===== src/rtl/core/smm_pkg.sv =====
package smm_pkg;

  // default sizes
  localparam int NUM_SEGMENTS_DEF = 64;
  localparam int SEG_WORDS_DEF    = 1024;

  // request kinds
  localparam logic [2:0] KIND_FETCH    = 3'd0;
  localparam logic [2:0] KIND_MAP      = 3'd1;
  localparam logic [2:0] KIND_UNMAP    = 3'd2;
  localparam logic [2:0] KIND_LOAD     = 3'd3;
  localparam logic [2:0] KIND_STORE    = 3'd4;
  localparam logic [2:0] KIND_LOADPROG = 3'd5;

  // response status codes
  localparam logic [1:0] ST_OK       = 2'd0;
  localparam logic [1:0] ST_UNMAPPED = 2'd1;
  localparam logic [1:0] ST_RANGE    = 2'd2;
  localparam logic [1:0] ST_FULL     = 2'd3;

  // request word
  typedef struct packed {
    logic [2:0]  kind;
    logic [5:0]  segment;
    logic [9:0]  offset;
    logic [31:0] word_value;
    logic [10:0] map_len;
  } req_t;

  // response word
  typedef struct packed {
    logic [31:0] data;
    logic        done_res;
    logic [1:0]  status;
  } rsp_t;

  // controller to datapath
  typedef struct packed {
    logic accept;
    logic commit;
    logic zero_step;
    logic copy_step;
  } cmd_t;

  // datapath to controller
  typedef struct packed {
    logic out_free;
    logic walk_zero;
    logic walk_copy;
    logic zero_last;
    logic copy_last;
  } sts_t;

endpackage


===== src/rtl/core/smm_ctrl.sv =====
module smm_ctrl (
  input  logic          clk,
  input  logic          rst,
  input  logic          req_valid,
  output logic          req_stall,
  input  smm_pkg::sts_t sts,
  output smm_pkg::cmd_t cmd
);

  typedef enum logic [3:0] {
    S_IDLE = 4'b0001,
    S_EXEC = 4'b0010,
    S_ZERO = 4'b0100,
    S_COPY = 4'b1000
  } state_t;

  state_t state;
  state_t state_next;

  // state register
  always_ff @(posedge clk) begin
    if (rst) begin
      state <= S_IDLE;
    end else begin
      state <= state_next;
    end
  end

  // next state and commands
  always_comb begin
    state_next = state;
    cmd        = '0;
    unique case (state)
      S_IDLE: begin
        if (req_valid) begin
          cmd.accept = 1'b1;
          state_next = S_EXEC;
        end
      end
      S_EXEC: begin
        // result goes straight to the output register, so wait for it
        if (sts.out_free) begin
          cmd.commit = 1'b1;
          priority if (sts.walk_zero) begin
            state_next = S_ZERO;
          end else if (sts.walk_copy) begin
            state_next = S_COPY;
          end else begin
            state_next = S_IDLE;
          end
        end
      end
      S_ZERO: begin
        cmd.zero_step = 1'b1;
        if (sts.zero_last) begin
          state_next = S_IDLE;
        end
      end
      S_COPY: begin
        cmd.copy_step = 1'b1;
        if (sts.copy_last) begin
          state_next = S_IDLE;
        end
      end
      default: begin
        state_next = S_IDLE;
      end
    endcase
  end

  assign req_stall = (state != S_IDLE);

endmodule


===== config.mk =====
export PLATFORM = sky130hd
export DESIGN_NAME = smm_ctrl
export DESIGN_NICKNAME = d
export VERILOG_FILES = /design/src/rtl/core/smm_pkg.sv /design/src/rtl/core/smm_ctrl.sv
export SDC_FILE = /design/constraint.sdc
export NUM_CORES = 1
export LEC_CHECK = 0
export BUFFER_PORTS_ARGS = -buffer_cell sky130_fd_sc_hd__buf_4
export CORE_AREA = 8 8 45 47
export CTS_CLUSTER_DIAMETER = 50
export CTS_CLUSTER_SIZE = 16
export DETAILED_ROUTE_END_ITERATION = 12
export DIE_AREA = 0 0 53 55
export GPL_ROUTABILITY_DRIVEN = 0
export GPL_TIMING_DRIVEN = 0
export PLACE_DENSITY = 0.42
export SYNTH_ARGS = -nofsm -noshare
export SYNTH_HDL_FRONTEND = slang
export SYNTH_SLANG_ARGS = --single-unit

===== constraint.sdc =====
create_clock -name clk -period 1.4 [get_ports clk]
set_input_delay 0.21 -clock clk [delete_from_list [all_inputs] [get_ports clk]]
set_output_delay 0.21 -clock clk [all_outputs]
set_load 0.05 [all_outputs]

Yosys cells after proc, flatten, opt, wreduce, memory -nomap -nowiden
Cells that the tools add are included.
Widths: inputs -> output; s select.
{"block": "totals", "latchBits": 0, "word_cells": 24, "mem_bits_rw": 0, "output_inout_bits": 5, "n_memories": 0, "input_bits": 8, "ff_bits": 4, "rom_bits": 0}
{"block": "op_classes", "reduce_logical": 1, "n_shift": 0, "div": 0, "multipliers": 0, "n_bitwise": 0, "eq_ne": 9, "n_lt_le_gt_ge": 0, "n_addsub": 0, "n_mux": 13}
{"cell": "$mux 4", "n": 6}
{"cell": "$pmux 4 s4", "n": 1}
{"cell": "$ne 2x2->1 const B", "n": 4}
{"cell": "$mux 1", "n": 6}
{"cell": "$eq 4x1->1 const B", "n": 1}
{"cell": "$eq 4x2->1 const B", "n": 1}
{"cell": "$eq 4x3->1 const B", "n": 1}
{"cell": "$eq 4x4->1 const B", "n": 1}
{"cell": "$ne 4x1->1 const B", "n": 1}
{"cell": "$reduce_and 4->1", "n": 1}

Depth between registers and ports, before layout
Gate-level depths: netlist (run 1).
{"block": "depth", "word_depth": 4, "ltp_mapped": 5, "ltp_nobuf": 5}

Worst setup path before layout (run 1)
Ideal clock, no wire load.
{"block": "synth_timing", "kind": "reg2out", "startpoint": "reg state[0]", "endpoint": "out cmd[0] (netlist bit)", "path_buffers": 0, "required_time_ps": 1190, "arrival_time_ps": 1528, "path_stages_with_launch": 3, "slack_ps": -338, "cell_sequence": "dfxtp_1 nand2b_1 nor3_1"}
{"element": "from (decl)", "line_no": "smm_ctrl.sv:17", "text": "state_t state;"}
{"element": "from (signal assigned)", "line_no": "smm_ctrl.sv:25", "text": "state <= state_next;"}
{"element": "to (decl)", "line_no": "smm_ctrl.sv:7", "text": "output smm_pkg::cmd_t cmd"}

==> metrics.txt, run 1 <==
# TYPE chip_impl_metric gauge
chip_impl_info{name="status",value="finished, final reports clean"} 1
chip_impl_metric{name="synth_cell_type_count",unit=""} 20
chip_impl_metric{name="tritoncts.num_buffers",unit=""} 3
chip_impl_info{name="worstReg2RegEnd",value="state[1]$_SDFFE_PP0P_"} 1
chip_impl_metric{name="htree_num_levels",unit=""} 1
chip_impl_metric{name="worstPathMaxFanout",unit=""} 9
chip_impl_metric{name="synth.net_count",unit=""} 44
chip_impl_metric{name="antenna_violating_nets_post_route",unit=""} 0
chip_impl_metric{name="largest_register_ff_count",unit=""} 4
chip_impl_metric{name="wl_met3",unit="µm"} 64
chip_impl_info{name="ys_top_cells_by_count",value="8 x sky130_fd_sc_hd__nor2_1, 4 x sky130_fd_sc_hd__dfxtp_1, 3 x sky130_fd_sc_hd__nor3_1"} 1
chip_impl_metric{name="vias",unit=""} 340
chip_impl_info{name="cts_tree",value="done"} 1
chip_impl_metric{name="p_total",unit="W"} 0.0004566
chip_impl_metric{name="synth_edf_count",unit=""} 0
chip_impl_info{name="critPathLaunch",value="state[2]$_SDFFE_PP0P_"} 1
chip_impl_info{name="ys_top_cells_by_area",value="sky130_fd_sc_hd__dfxtp_1 29%, sky130_fd_sc_hd__nor2_1 11%, sky130_fd_sc_hd__o2bb2a_4 7.2%"} 1
chip_impl_metric{name="drt_pass1_iterations",unit=""} 4
chip_impl_metric{name="yosys_register_bits",unit=""} 4
chip_impl_metric{name="wirelength",unit="µm"} 881
chip_impl_metric{name="portBuffers",unit=""} 12
chip_impl_metric{name="cts.reportedPaths.clkPinSlew",unit="ns"} 0.04
chip_impl_info{name="worst_hold_path_type",value="input port to register"} 1
chip_impl_metric{name="placedCellCount",unit=""} 64
chip_impl_metric{name="intPower",unit="W"} 0.0003118
chip_impl_metric{name="clock_skew",unit="ns"} 0.004711
chip_impl_info{name="postSynth.topFlopCell",value="sky130_fd_sc_hd__dfxtp_1"} 1
chip_impl_metric{name="fraction_of_layout_cells_with_a_size_suffix_above_1",unit="%"} 58.62
chip_impl_info{name="worst_setup_path_endpoint",value="cmd[3]"} 1
chip_impl_info{name="nature_of_the_critical_path_startpoint",value="register"} 1
chip_impl_info{name="largestRegisters",value="state (4)"} 1
chip_impl_metric{name="clock.fmax",unit="MHz"} 727.1
chip_impl_metric{name="maxCapViolCount",unit=""} 0
chip_impl_info{name="r2r-start",value="state[3]$_SDFFE_PP0P_"} 1
chip_impl_metric{name="synth.avg_cell_area",unit="µm²"} 7.681
chip_impl_info{name="cts.root.buffer_cell",value="sky130_fd_sc_hd__clkbuf_4"} 1
chip_impl_metric{name="post_synth_arst_share",unit="%"} 0
chip_impl_metric{name="ios",unit=""} 13
chip_impl_metric{name="p_per_area",unit="nW/µm²"} 862.8
chip_impl_metric{name="p_clk_share",unit="%"} 32.1
chip_impl_metric{name="routed-wl-met2",unit="µm"} 416
chip_impl_metric{name="timing.final.crit_period",unit="ns"} 1.375
chip_impl_metric{name="hold_viol",unit=""} 0
chip_impl_metric{name="r2r_slack",unit="ns"} 0.07
chip_impl_info{name="timing.setup.critical_path_class",value="register to primary output"} 1
chip_impl_info{name="top_register",value="state"} 1
chip_impl_metric{name="worstSkewPairLatency",unit="ns"} 0.24
chip_impl_metric{name="ctsHoldBuffers",unit=""} 0
chip_impl_metric{name="grt_antenna_before_repair",unit=""} 0
chip_impl_metric{name="final-instance-count-excl-fill",unit=""} 74
chip_impl_metric{name="clock_sink_count",unit=""} 4
chip_impl_metric{name="timing_max_transition_violations_final",unit=""} 0
chip_impl_metric{name="setup-violations-final",unit=""} 0
chip_impl_info{name="synth_top_area_cell",value="sky130_fd_sc_hd__dfxtp_1"} 1
chip_impl_metric{name="placement_rows",unit=""} 14
chip_impl_metric{name="synth_largest_type_area_fraction",unit="%"} 28.96
chip_impl_metric{name="viasPerCell",unit=""} 4.595
chip_impl_metric{name="grt.total_usage",unit="%"} 6.769
chip_impl_metric{name="floorplan.die.height",unit="µm"} 55
chip_impl_metric{name="setup_slack",unit="ns"} 0.02468
chip_impl_metric{name="postLayoutCoreUtil",unit="%"} 38.25
chip_impl_info{name="dr.max_layer_used",value="met3"} 1
chip_impl_info{name="endpoint_kind",value="primary output"} 1
chip_impl_metric{name="antennaDiodeCount",unit=""} 0
chip_impl_metric{name="cts-root-to-sink-buffers",unit=""} 2
chip_impl_metric{name="pin_count_of_the_biggest_net_entering_global_routing",unit=""} 10
chip_impl_metric{name="combPwrFrac",unit="%"} 37.4
chip_impl_metric{name="p_leak",unit="nW"} 0.2426
chip_impl_metric{name="synth.yosys.warnings",unit=""} 0
chip_impl_info{name="yosys.cell_count.top_type",value="sky130_fd_sc_hd__nor2_1"} 1
chip_impl_metric{name="placement.setup.worst_slack",unit="ns"} 0.006282
chip_impl_metric{name="met1_length",unit="µm"} 400
chip_impl_metric{name="max-vdd-ir-drop",unit="V"} 0.0003063
chip_impl_metric{name="initial_utilization",unit="%"} 19.98
chip_impl_metric{name="initialDrtViolationCount",unit=""} 1
chip_impl_metric{name="number_of_global_route_vias_before_repair",unit=""} 344
chip_impl_metric{name="power.sequential.fraction",unit="%"} 30.5
chip_impl_metric{name="worst_ep_required_time",unit="ns"} 1.19
chip_impl_metric{name="power.share.switching",unit="%"} 31.72
chip_impl_metric{name="fin_nets",unit=""} 68
chip_impl_metric{name="worst-endpoint-arrival",unit="ns"} 1.17
chip_impl_metric{name="coreArea",unit="µm²"} 1384
chip_impl_metric{name="post_synth_instance_area",unit="µm²"} 276.5
chip_impl_metric{name="layout_worst_path_cycle_share",unit="%"} 98.24
chip_impl_info{name="rsz0062_at_grt",value="yes"} 1
chip_impl_metric{name="grt_pass1_wl",unit="µm"} 1400
chip_impl_metric{name="die_ar",unit="µm²"} 2915
chip_impl_metric{name="total_switching_power",unit="W"} 0.0001448
chip_impl_metric{name="die-width",unit="µm"} 53
chip_impl_metric{name="yosysSeqAreaShare",unit="%"} 28.96
chip_impl_metric{name="timing.reg2reg.worst_path_depth",unit=""} 8
chip_impl_metric{name="relSlewSlack",unit="%"} 78.13
chip_impl_metric{name="worst_pin_slew",unit="ns"} 0.3236
chip_impl_metric{name="area_growth_from_synthesis_to_final_layout",unit="%"} 91.40
chip_impl_metric{name="drc",unit=""} 0
chip_impl_metric{name="post_synth_inst_count",unit=""} 36
chip_impl_metric{name="layout.filler_cells",unit=""} 145
chip_impl_metric{name="post-dp-hpwl",unit="µm"} 657.7
chip_impl_metric{name="wl_per_cell",unit="µm"} 11.91
chip_impl_metric{name="overflow",unit=""} 0
area by class of cell:
cell class	instances	area (µm²)	share of cell area, %
Tap cell	16	20.02	3.783
Timing Repair Buffer	19	161.4	30.50
Clock buffer	3	22.52	4.255
Inverter	3	11.26	2.128
Sequential cell	4	86.33	16.31
Multi-Input combinational cell	28	216.5	40.90
Buffer	1	11.26	2.128
metrics by stage:
step           hold WS, ns  setup TNS [ns]  area [µm²]
6_report            0.1522               0       529.3
5_1_grt             0.1568        -0.03674       529.3
3_3_place_gp        0.4070               0       392.9
2_1_floorplan       0.2810               0       282.8
3_5_place_dp        0.4104               0       392.9
4_1_cts             0.1495        -0.03097       500.5
critical path: stages (launching register included):
cell	delay, ns
sky130_fd_sc_hd__dfxtp_1	0.30
sky130_fd_sc_hd__buf_6	0.13
sky130_fd_sc_hd__nor3_4	0.20
sky130_fd_sc_hd__and2_4	0.17
sky130_fd_sc_hd__buf_8	0.13
worst min-delay path by stage:
stage / startpoint / endpoint / slack (ns) / depth (start not counted)
2_1_floorplan: rst / state[1]$_SDFFE_PP0P_ / 0.28 / 1
3_3_place_gp: rst / state[1]$_SDFFE_PP0P_ / 0.41 / 2
3_5_place_dp: rst / state[1]$_SDFFE_PP0P_ / 0.41 / 2
4_1_cts: rst / state[1]$_SDFFE_PP0P_ / 0.15 / 2
5_1_grt: rst / state[1]$_SDFFE_PP0P_ / 0.16 / 2
6_report: rst / state[1]$_SDFFE_PP0P_ / 0.15 / 2
cells by family (layout without fill, tap and decap cells):
logic type,after synthesis,after routing,synth area share (%)
DFF,4,4,28.96
and+or+nand+nor,21,21,42.08
AOI/OAI and AO/OA,7,7,22.18
buffers and inverters,4,26,6.788
cells in the final DEF (no fill, tap or decap):
cell,instances
sky130_fd_sc_hd__clkbuf_4,3
sky130_fd_sc_hd__and2_4,1
sky130_fd_sc_hd__o21ai_1,2
sky130_fd_sc_hd__dfxtp_2,2
sky130_fd_sc_hd__nor3_4,1
sky130_fd_sc_hd__and2b_1,1
sky130_fd_sc_hd__a32oi_1,1
sky130_fd_sc_hd__and4b_1,1
sky130_fd_sc_hd__inv_1,2
sky130_fd_sc_hd__nor3_1,1
sky130_fd_sc_hd__nor3_2,1
sky130_fd_sc_hd__buf_6,4
sky130_fd_sc_hd__o2bb2a_4,1
sky130_fd_sc_hd__nor2_4,1
sky130_fd_sc_hd__nand2b_4,1
sky130_fd_sc_hd__and3_1,1
sky130_fd_sc_hd__dfxtp_4,1
sky130_fd_sc_hd__nor3b_1,1
sky130_fd_sc_hd__nand2b_1,1
sky130_fd_sc_hd__buf_4,15
sky130_fd_sc_hd__a311o_1,1
sky130_fd_sc_hd__dfxtp_1,1
sky130_fd_sc_hd__o22ai_1,1
sky130_fd_sc_hd__a31oi_1,1
sky130_fd_sc_hd__nor3b_2,1
sky130_fd_sc_hd__nor2_1,7
sky130_fd_sc_hd__nand2_1,1
sky130_fd_sc_hd__nor4bb_1,1
sky130_fd_sc_hd__inv_2,1
sky130_fd_sc_hd__buf_8,1
what timing repair did:
action | CTS | global route
pin swaps | 3 | 4
buffers inserted | 6 | 1
setup endpoints to repair | 3 | 5
gates resized for setup | 12 | 5
layer usage:
metal | vias to the layer above | GRT usage (%)
met3 | 0 | 1.604
li1 | 174 | -
met4 | 0 | 7.759
met5 | - | 0
met1 | 154 | 7.121
met2 | 12 | 10.35
power by group through the flow:
stage          Combinational, W  Sequential (W)  Clock, W
2_1_floorplan         0.0000812        0.000130         0
3_3_place_gp           0.000121        0.000134         0
3_5_place_dp           0.000121        0.000134         0
4_1_cts                0.000167        0.000138  0.000152
5_1_grt                0.000183        0.000140  0.000160
6_report               0.000171        0.000140  0.000146
No activity file was read; power rests on OpenSTA's default activity.
==> inputs of run 2 (changes only) <==
SETUP_SLACK_MARGIN = 0.05   (was not set)
==> metrics.txt, run 2 (synthesized netlist as in run 1, its figures left out) <==
# TYPE chip_impl_metric gauge
chip_impl_info{name="status",value="finished, final reports clean"} 1
chip_impl_metric{name="cts.reportedPaths.clkPinSlew",unit="ns"} 0.04
chip_impl_info{name="worst_hold_path_type",value="input port to register"} 1
chip_impl_metric{name="placement.setup.worst_slack",unit="ns"} -0.03734
chip_impl_metric{name="initialDrtViolationCount",unit=""} 6
chip_impl_metric{name="die_ar",unit="µm²"} 2915
chip_impl_metric{name="fraction_of_layout_cells_with_a_size_suffix_above_1",unit="%"} 59.65
chip_impl_metric{name="placement_rows",unit=""} 14
chip_impl_metric{name="overflow",unit=""} 0
chip_impl_metric{name="clock_sink_count",unit=""} 4
chip_impl_metric{name="antenna_violating_nets_post_route",unit=""} 0
chip_impl_metric{name="p_per_area",unit="nW/µm²"} 869.1
chip_impl_metric{name="p_total",unit="W"} 0.0004502
chip_impl_metric{name="grt_antenna_before_repair",unit=""} 0
chip_impl_metric{name="grt.total_usage",unit="%"} 6.448
chip_impl_metric{name="timing.final.crit_period",unit="ns"} 1.371
chip_impl_metric{name="worst-endpoint-arrival",unit="ns"} 1.16
chip_impl_metric{name="setup_slack",unit="ns"} 0.02881
chip_impl_info{name="rsz0062_at_grt",value="yes"} 1
chip_impl_metric{name="area_growth_from_synthesis_to_final_layout",unit="%"} 87.33
chip_impl_metric{name="grt_pass1_wl",unit="µm"} 1386
chip_impl_metric{name="cts-root-to-sink-buffers",unit=""} 2
chip_impl_metric{name="coreArea",unit="µm²"} 1384
chip_impl_metric{name="final-instance-count-excl-fill",unit=""} 73
chip_impl_metric{name="ios",unit=""} 13
chip_impl_metric{name="drt_pass1_iterations",unit=""} 3
chip_impl_info{name="top_register",value="state"} 1
chip_impl_metric{name="clock_skew",unit="ns"} 0.002861
chip_impl_metric{name="layout.filler_cells",unit=""} 146
chip_impl_info{name="endpoint_kind",value="primary output"} 1
chip_impl_metric{name="pin_count_of_the_biggest_net_entering_global_routing",unit=""} 10
chip_impl_metric{name="timing_max_transition_violations_final",unit=""} 0
chip_impl_metric{name="multi_input_comb_area",unit="µm²"} 211.5
chip_impl_metric{name="worstSkewPairLatency",unit="ns"} 0.23
chip_impl_metric{name="setup-violations-final",unit=""} 0
chip_impl_metric{name="post-dp-hpwl",unit="µm"} 616.4
chip_impl_metric{name="p_leak",unit="nW"} 0.2347
chip_impl_metric{name="worst_ep_required_time",unit="ns"} 1.19
chip_impl_info{name="timing.setup.critical_path_class",value="register to primary output"} 1
chip_impl_metric{name="clock.fmax",unit="MHz"} 729.3
chip_impl_metric{name="max-vdd-ir-drop",unit="V"} 0.0005099
chip_impl_info{name="commonest_cells_after_routing_fill_and_taps_aside",value="14 x sky130_fd_sc_hd__buf_4, 7 x sky130_fd_sc_hd__nor2_1, 4 x sky130_fd_sc_hd__buf_6"} 1
chip_impl_metric{name="die-width",unit="µm"} 53
chip_impl_metric{name="vias",unit=""} 332
chip_impl_metric{name="maxCapViolCount",unit=""} 0
chip_impl_info{name="largestRegisters",value="state (4)"} 1
chip_impl_metric{name="placedCellCount",unit=""} 64
chip_impl_metric{name="portBuffers",unit=""} 12
chip_impl_metric{name="number_of_global_route_vias_before_repair",unit=""} 324
chip_impl_info{name="layout.cells.most_common",value="sky130_fd_sc_hd__buf_4"} 1
chip_impl_metric{name="initial_utilization",unit="%"} 19.98
chip_impl_metric{name="viasPerCell",unit=""} 4.548
chip_impl_metric{name="worst_pin_slew",unit="ns"} 0.3262
chip_impl_metric{name="layout_worst_path_cycle_share",unit="%"} 97.94
chip_impl_info{name="cts_tree",value="done"} 1
chip_impl_info{name="cts.root.buffer_cell",value="sky130_fd_sc_hd__clkbuf_4"} 1
chip_impl_metric{name="drc",unit=""} 0
chip_impl_metric{name="seqCellArea",unit="µm²"} 87.58
chip_impl_metric{name="wl_per_cell",unit="µm"} 11.47
chip_impl_metric{name="worstPathMaxFanout",unit=""} 9
chip_impl_metric{name="hold_viol",unit=""} 0
chip_impl_metric{name="postLayoutCoreUtil",unit="%"} 37.43
chip_impl_metric{name="wirelength",unit="µm"} 837
chip_impl_metric{name="tritoncts.num_buffers",unit=""} 3
chip_impl_metric{name="antennaDiodeCount",unit=""} 0
chip_impl_metric{name="largest_register_ff_count",unit=""} 4
chip_impl_info{name="nature_of_the_critical_path_startpoint",value="register"} 1
chip_impl_metric{name="floorplan.die.height",unit="µm"} 55
chip_impl_metric{name="fin_nets",unit=""} 67
chip_impl_metric{name="relSlewSlack",unit="%"} 77.95
chip_impl_metric{name="htree_num_levels",unit=""} 1
-- run 2: cell count changes in the layout (fill, tap and decap cells not counted) --
cell,delta
sky130_fd_sc_hd__dfxtp_1,-1
sky130_fd_sc_hd__inv_2,+1
sky130_fd_sc_hd__dfxtp_2,+1
sky130_fd_sc_hd__nor3b_2,-1
sky130_fd_sc_hd__buf_4,-1
sky130_fd_sc_hd__inv_1,-1
sky130_fd_sc_hd__nor3b_1,+1
-- run 2: repair_timing --
item	4_1_cts	5_1_grt
gates resized for setup	12	5
hold buffers	0	0
cloned	0	0
setup endpoints to repair	4	6
pin swaps	2	3
buffers inserted	3	3
-- run 2: area by class of cell --
class                      count  share of cell area (%)
buffer                         1                   2.174
clock buffer                   3                   4.348
inverter                       3                   2.174
multi-input combinational     28                   40.82
sequential                     4                   16.91
tap                           16                   3.865
timing repair buffer          18                   29.71
-- run 2: stage by stage --
| step | area [µm²] | setup TNS [ns] | hold slack, ns |
|---|---|---|---|
| floorplan | 282.8 | 0 | 0.2810 |
| global placement | 392.9 | -0.04323 | 0.4074 |
| detailed placement | 392.9 | -0.03734 | 0.4099 |
| CTS | 479.2 | -0.04698 | 0.1535 |
| global route | 518.0 | -0.05162 | 0.1500 |
| finish | 518.0 | 0 | 0.1534 |
-- run 2: report_power, final --
part / leakage, nW / internal (W) / switching [W] / total [W]
combinational: 0.187 / 0.0000923 / 0.0000782 / 0.000170
clock: 0.0138 / 0.0000958 / 0.0000464 / 0.000142
sequential: 0.0342 / 0.000122 / 0.0000157 / 0.000138
-- run 2: final timing paths --
check	slack [ns]	cells past startpoint	to	start
worst max-delay path	0.03	5	req_stall	state[2]$_SDFFE_PP0P_
worst min-delay path	0.15	2	state[1]$_SDFFE_PP0P_	rst
worst max register to register	0.11	6	state[2]$_SDFFE_PP0P_	state[0]$_SDFFE_PP1P_
worst min register to register	0.62	3	state[1]$_SDFFE_PP0P_	state[1]$_SDFFE_PP0P_
-- run 2: layer usage --
layer  global-route usage [%]  vias to the layer above  part of all wire, %
li1                         -                      173                    -
met1                    7.599                      144                   49
met2                    9.961                       15                   42
met3                    3.743                        0                  9.1
met4                    1.293                        0                    0
met5                        0                        -                    0
-- run 2: critical path: stages, from the launching register on --
cell	delay (ns)
sky130_fd_sc_hd__dfxtp_2	0.30
sky130_fd_sc_hd__buf_6	0.13
sky130_fd_sc_hd__nor3_4	0.19
sky130_fd_sc_hd__buf_4	0.14
sky130_fd_sc_hd__inv_2	0.03
sky130_fd_sc_hd__buf_6	0.14
